`src/design/pn3d_ram.sv`:
```
// ----------------------------------------------------------------------------
// pn3d_ram
// Generic RAM: one write port, two read ports, registered read data.
// ----------------------------------------------------------------------------
`default_nettype none

module pn3d_ram #(
  parameter int WIDTH = 8,
  parameter int DEPTH = 256
) (
  input  wire logic                     clk,
  input  wire logic                     we,
  input  wire logic [$clog2(DEPTH)-1:0] waddr,
  input  wire logic [WIDTH-1:0]         wdata,
  input  wire logic                     re,
  input  wire logic [$clog2(DEPTH)-1:0] raddr_a,
  input  wire logic [$clog2(DEPTH)-1:0] raddr_b,
  output logic      [WIDTH-1:0]         rdata_a,
  output logic      [WIDTH-1:0]         rdata_b
);

  logic [WIDTH-1:0] mem [DEPTH];

  always_ff @(posedge clk) begin
    if (we) begin
      mem[waddr] <= wdata;
    end
    if (re) begin
      rdata_a <= mem[raddr_a];
      rdata_b <= mem[raddr_b];
    end
  end

endmodule

`default_nettype wire

```
`config.mk`:
```
export PLATFORM = sky130hd
export DESIGN_NAME = pn3d_ram
export DESIGN_NICKNAME = d
export VERILOG_FILES = /design/src/design/pn3d_ram.sv
export SDC_FILE = /design/constraint.sdc
export NUM_CORES = 2
export LEC_CHECK = 0
export ABC_CLOCK_PERIOD_IN_PS = 3700
export BUFFER_PORTS_ARGS = -buffer_cell sky130_fd_sc_hd__buf_2
export CORE_ASPECT_RATIO = 0.6
export CORE_MARGIN = 5
export CORE_UTILIZATION = 60
export DETAILED_ROUTE_END_ITERATION = 12
export PLACE_DENSITY = 0.75
export SLEW_MARGIN = 25
export SYNTH_ARGS = -nofsm -noshare
export SYNTH_HDL_FRONTEND = slang
export SYNTH_SLANG_ARGS = --single-unit
```
`constraint.sdc`:
```
create_clock -name clk -period 3.7 [get_ports clk]
set_clock_uncertainty 0.15 [all_clocks]
set_input_delay 0.37 -clock clk [delete_from_list [all_inputs] [get_ports clk]]
set_output_delay 0.37 -clock clk [all_outputs]
set_load 0.01 [all_outputs]
```
# --- Word level (Yosys, flattened, before mapping) ---
# Memories as Yosys holds them, arrays and structs flattened. A register that Yosys moved wholly into a read port is not among the register bits.
# Cells that the tools add are included.
classes:
  add_sub_neg: 0
  mul: 0
  n_div: 0
  n_lt_le_gt_ge: 0
  eq_ne: 0
  shifts: 0
  muxes: 2
  bitwise_logic: 0
  n_reduce_logical: 0
ops:
  columns: ["operator", "count"]
  rows:
  - ["$mux W1", 2]
totals:
  reg_bits: 0
  latch_bits: 0
  ram_bits: 2048
  mem_bits_ro: 0
  word_cells: 3
  memories: 1
memory_table:
  columns: ["name", "depth", "width", "rd", "rd_ports_with_merged_regs", "wr", "line_no", "text"]
  rows:
  - ["mem", 256, 8, 2, 2, 1, "22", "logic [WIDTH-1:0] mem [DEPTH];"]

# --- Depth between registers and ports, before layout ---
depth:
  depth_word: 2
  depth_mapped: 12
  depth_no_buf: 6

# --- Worst setup path after synthesis ---
# Ideal clock, no wire load.
synth_path:
  kind: "input to register"
  startpoint: "in raddr_b[0]"
  endpoint: "reg rdata_b[0], read port of mem, data pin"
  setup_ps: 277
  t_arrival_ps: 2271
  required_time_ps: 3273
  path_slack_ps: 1002
  path_stages: 9
  path_buffers: 3
  path_cell_list: "buf_4 > buf_6 > buf_2 > mux4_2 > mux4_2 > nand2_1 > a21oi_1 > a21oi_1 > a221oi_2"
synth_rtl:
  columns: ["element", "line_no", "text"]
  rows:
  - ["start: declaration", "17", "input wire logic [$clog2(DEPTH)-1:0] raddr_b,"]
  - ["end: declaration", "19", "output logic [WIDTH-1:0] rdata_b"]

==> summary.md <==
| Metric | Value |
|---|---|
| Status | finished clean |
| Largest net degree at the start of global routing | 141 |
| Final Hold Vio Count | 0 |
| Die Span Y | 321.7 um |
| Grt total ovfl | 0 |
| Area delta synth->final | 12.84% |
| Worst setup SP type | input port |
| Post-DP HPWL | 213700 um |
| Hold/Removal Path Class | in -> reg |
| Clk pwr share | 38.8% |
| Yosys warning count | 0 |
| Slowest Stage Delay on Critical Path | 0.81 ns |
| Slowest-stage cell, CP | nor4_1 |
| CTS max path bufs | 4 |
| Leading area contributor after synthesis | edfxtp_1 |
| Sequential fraction of the synthesis area | 63.81% |
| Worst setup startpoint | raddr_a[0] |
| Final period utilization | 93.01% |
| Worst-path clk slew | 0.07 ns |
| Total GRT Usage | 37.14% |
| R2r startpoint | mem[156][6] |
| CTS Sinks | 2064 |
| Simple-gate area share of the yosys netlist | 2.691% |
| Setup violations, final | 0 |
| Gpl congestion | 0.9999 |
| Setup WS pre-CTS | -0.4169 ns |
| Leak pwr | 0.03536 uW |
| Yosys cell types | 64 |
| Initial antenna violation count | 30 |
| Post-CTS resize count | 0 |
| CP max FO | 27 |
| Primary FF master, synth | edfxtp_1 |
| Internal Power | 38300 uW |
| Post-synth top area share | 63.81% |
| Reg power frac | 51.7% |
| Combinational power share | 9.6% |
| Clk Latency, worst-skew pair | 0.87 ns |
| CP Class | in -> reg |
| Net Sw Power | 11770 uW |
| FILL cells | 9964 |
| Final setup margin | 0.2587 ns |
| Switching share of power | 23.50% |
| Post-Synthesis Cell Area | 0.09713 mm^2 |
| Final setup TNS | 0 ns |
| Min-delay src | wdata[2] |
| Mux cell area share after synthesis | 27.24% |
| Average cell area after synthesis | 20.04 um^2 |
| Vias in the first global route | 57430 |
| Syn Nets | 4882 |
| Synth Instances | 4847 |
| DR WL/cell | 40.86 um |
| CTS Buf Count | 190 |
| Post-placement cell count | 7325 |
| # DRC | 0 |
| DIE AREA | 0.1703 mm^2 |
| Fraction of registers with async set/reset | 0% |
| Initial Util | 60.32% |
| Bufs and invs on worst path | 4 |
| Worst rel slew slack | 19.91% |
| Worst Path Required | 4.13 ns |
| Max VDD drop | 0.4151 mV |
| Share of layout cells above drive strength 1 | 38.07% |
| MaxCap Viol Count | 0 |
| Cell Rows | 114 |
| Most numerous cell in the Yosys netlist | edfxtp_1 |
| Final nets | 5413 |
| Fmax | 290.6 MHz |
| CTS tree | yes |
| Port buffer count | 50 |
| Critical-path cell list | buf_8 -> buf_12 -> buf_12 -> mux4_2 -> mux4_2 -> a22o_1 -> nor4_1 -> buf_4 -> nor3_1 |
| Post-Route WL | 314300 um |
| Worst Tran Pin Value | 1.197 ns |
| Worst setup EP type | flop |
| First-pass GRT wire length | 441200 um |
| Synth Register Bits | 2064 |
| Number of vias per cell | 7.707 |
| Post-synth EDFFs | 2064 |
| Post-Synth XOR/XNOR Area | 0% |
| Die X | 529.4 um |
| Post-synthesis compound-gate area fraction | 3.533% |
| Via count | 59280 |
| CTS root buffer | clkbuf_16 |
| Htree depth | 4 |
| Slew Limit Fails | 0 |
| Crit path time final | 3.441 ns |
| Ports | 51 |
| Synth area leaders | edfxtp_1 64%, mux4_2 24%, mux2i_1 2.4%, nor2_1 1.2%, o221ai_1 0.59% |
| Power per standard cell area | 456.8 mW/mm^2 |
| Top post-synthesis cells by count | 2064 x edfxtp_1, 1051 x mux4_2, 298 x nor2_1 |
| Final ANT Viol Nets | 0 |
| Hold Slack | 0.03644 ns |
| RSZ-0062 raised after global routing | false |
| Pre-Repair DR Iteration Count | 7 |
| Post-Synth Adder-Cell Area | 0% |
| CP Data Arrival Time | 3.87 ns |
| Core area | 0.1610 mm^2 |
| Initial DRC count | 11480 |
| Combinational family with the most area after synthesis | multiplexers |
| Top delay family on crit path | buffers and inverters |
| Finished Layout Cells | 7691 |
-- per-stage QoR --
stage | area, um^2 | power, uW | utilization [%]
final | 109600 | 50060 | 68.06
after global routing | 109600 | 51250 | 68.04
after CTS | 109500 | 49910 | 68.03
after detailed placement | 103600 | 30940 | 64.31
after global placement | 103600 | 30880 | 64.31
after floorplan | 97130 | 28890 | -
-- worst reg2reg max path, cell delays in order, from the launching register on --
cell	delay (ns)
edfxtp_1	0.42
mux4_2	0.54
mux4_2	0.52
a22o_1	0.34
nor4_1	0.81
buf_4	0.28
nor3_1	0.05
-- state kept, by name, indices dropped and copies added (netlist names) --
register and flops:
mem 2048, rdata_a 8, rdata_b 8
-- cell families (layout without fill, tap and decap cells) --
logic type             count (synthesis)  count (layout)
AO/OA/AOI/OAI                        466             466
buffers and inverters                401            1078
flip-flops                          2064            2064
multiplexers                        1325            1325
other                                  0              21
AND/OR/NAND/NOR                      591             591
-- layout by cell type (no fill, tap or decap), types with 7 or more instances in the layout --
cell / Yosys / routed
a211oi_1: 28 / 28
a21oi_1: 79 / 79
a221o_1: 10 / 10
a221oi_1: 32 / 32
a22o_1: 22 / 22
a22oi_1: 62 / 62
a2bb2oi_1: 9 / 9
and2_1: 12 / 12
buf_12: 8 / 71
buf_2: 104 / 33
buf_4: 42 / 608
bufinv_16: 0 / 16
clkbuf_1: 137 / 32
clkbuf_16: 0 / 192
clkbuf_8: 0 / 9
clkinv_1: 4 / 43
clkinv_2: 0 / 40
clkinvlp_4: 0 / 9
diode_2: 0 / 21
dlygate4sd3_1: 0 / 7
edfxtp_1: 2064 / 2064
mux2_2: 38 / 38
mux2i_1: 236 / 236
mux4_2: 1051 / 1051
nand2_1: 114 / 114
nand2b_1: 11 / 10
nand3_1: 52 / 52
nand4_1: 13 / 13
nor2_1: 298 / 298
nor2b_1: 27 / 27
nor3_1: 21 / 20
nor3b_1: 7 / 7
o211ai_1: 13 / 13
o21ai_0: 34 / 34
o221ai_1: 65 / 65
o22ai_1: 48 / 48
o31ai_1: 11 / 11
-- power by group through the flow --
stage,clock (uW),sequential (uW),combinational (uW)
floorplan,0,26300,2550
detailed placement,0,26400,4570
global placement,0,26400,4520
CTS,19500,25900,4600
finish,19400,25900,4780
global route,20500,25800,4870
-- worst paths after layout --
check / endpoint / slack, ns / cells after the start
hold / removal: mem[214][2] / 0.04 / 1
hold reg to reg: rdata_a[5] / 1.04 / 5
setup / recovery: rdata_a[6] / 0.26 / 9
setup reg to reg: rdata_a[6] / 0.32 / 6
-- per-layer routing --
metal	vias to the layer above	GRT usage, %	routed length [um]
met5	-	0	210
met1	30470	54.15	109900
met4	30	11.85	12250
li1	22130	-	-
met3	769	18.28	62970
met2	5875	49.54	129000
-- repair_timing --
| item | 4_1_cts | 5_1_grt |
|---|---|---|
| hold buffers | 7 | 0 |
| setup buffers | 0 | 0 |
| hold endpoints to repair | 199 | 0 |
-- cell type report --
cell class / instances / area [um^2] / area share, %
Multi-Input combinational cell: 2382 / 32530 / 29.68
Tap cell: 2146 / 2685 / 2.450
Inverter: 6 / 26.28 / 0.02397
Clock inverter: 114 / 983.4 / 0.8973
Antenna cell: 21 / 52.55 / 0.04795
Clock buffer: 224 / 4925 / 4.493
Sequential cell: 2064 / 61980 / 56.55
Timing Repair Buffer: 734 / 6427 / 5.864
No activity file was read; power rests on OpenSTA's default activity.
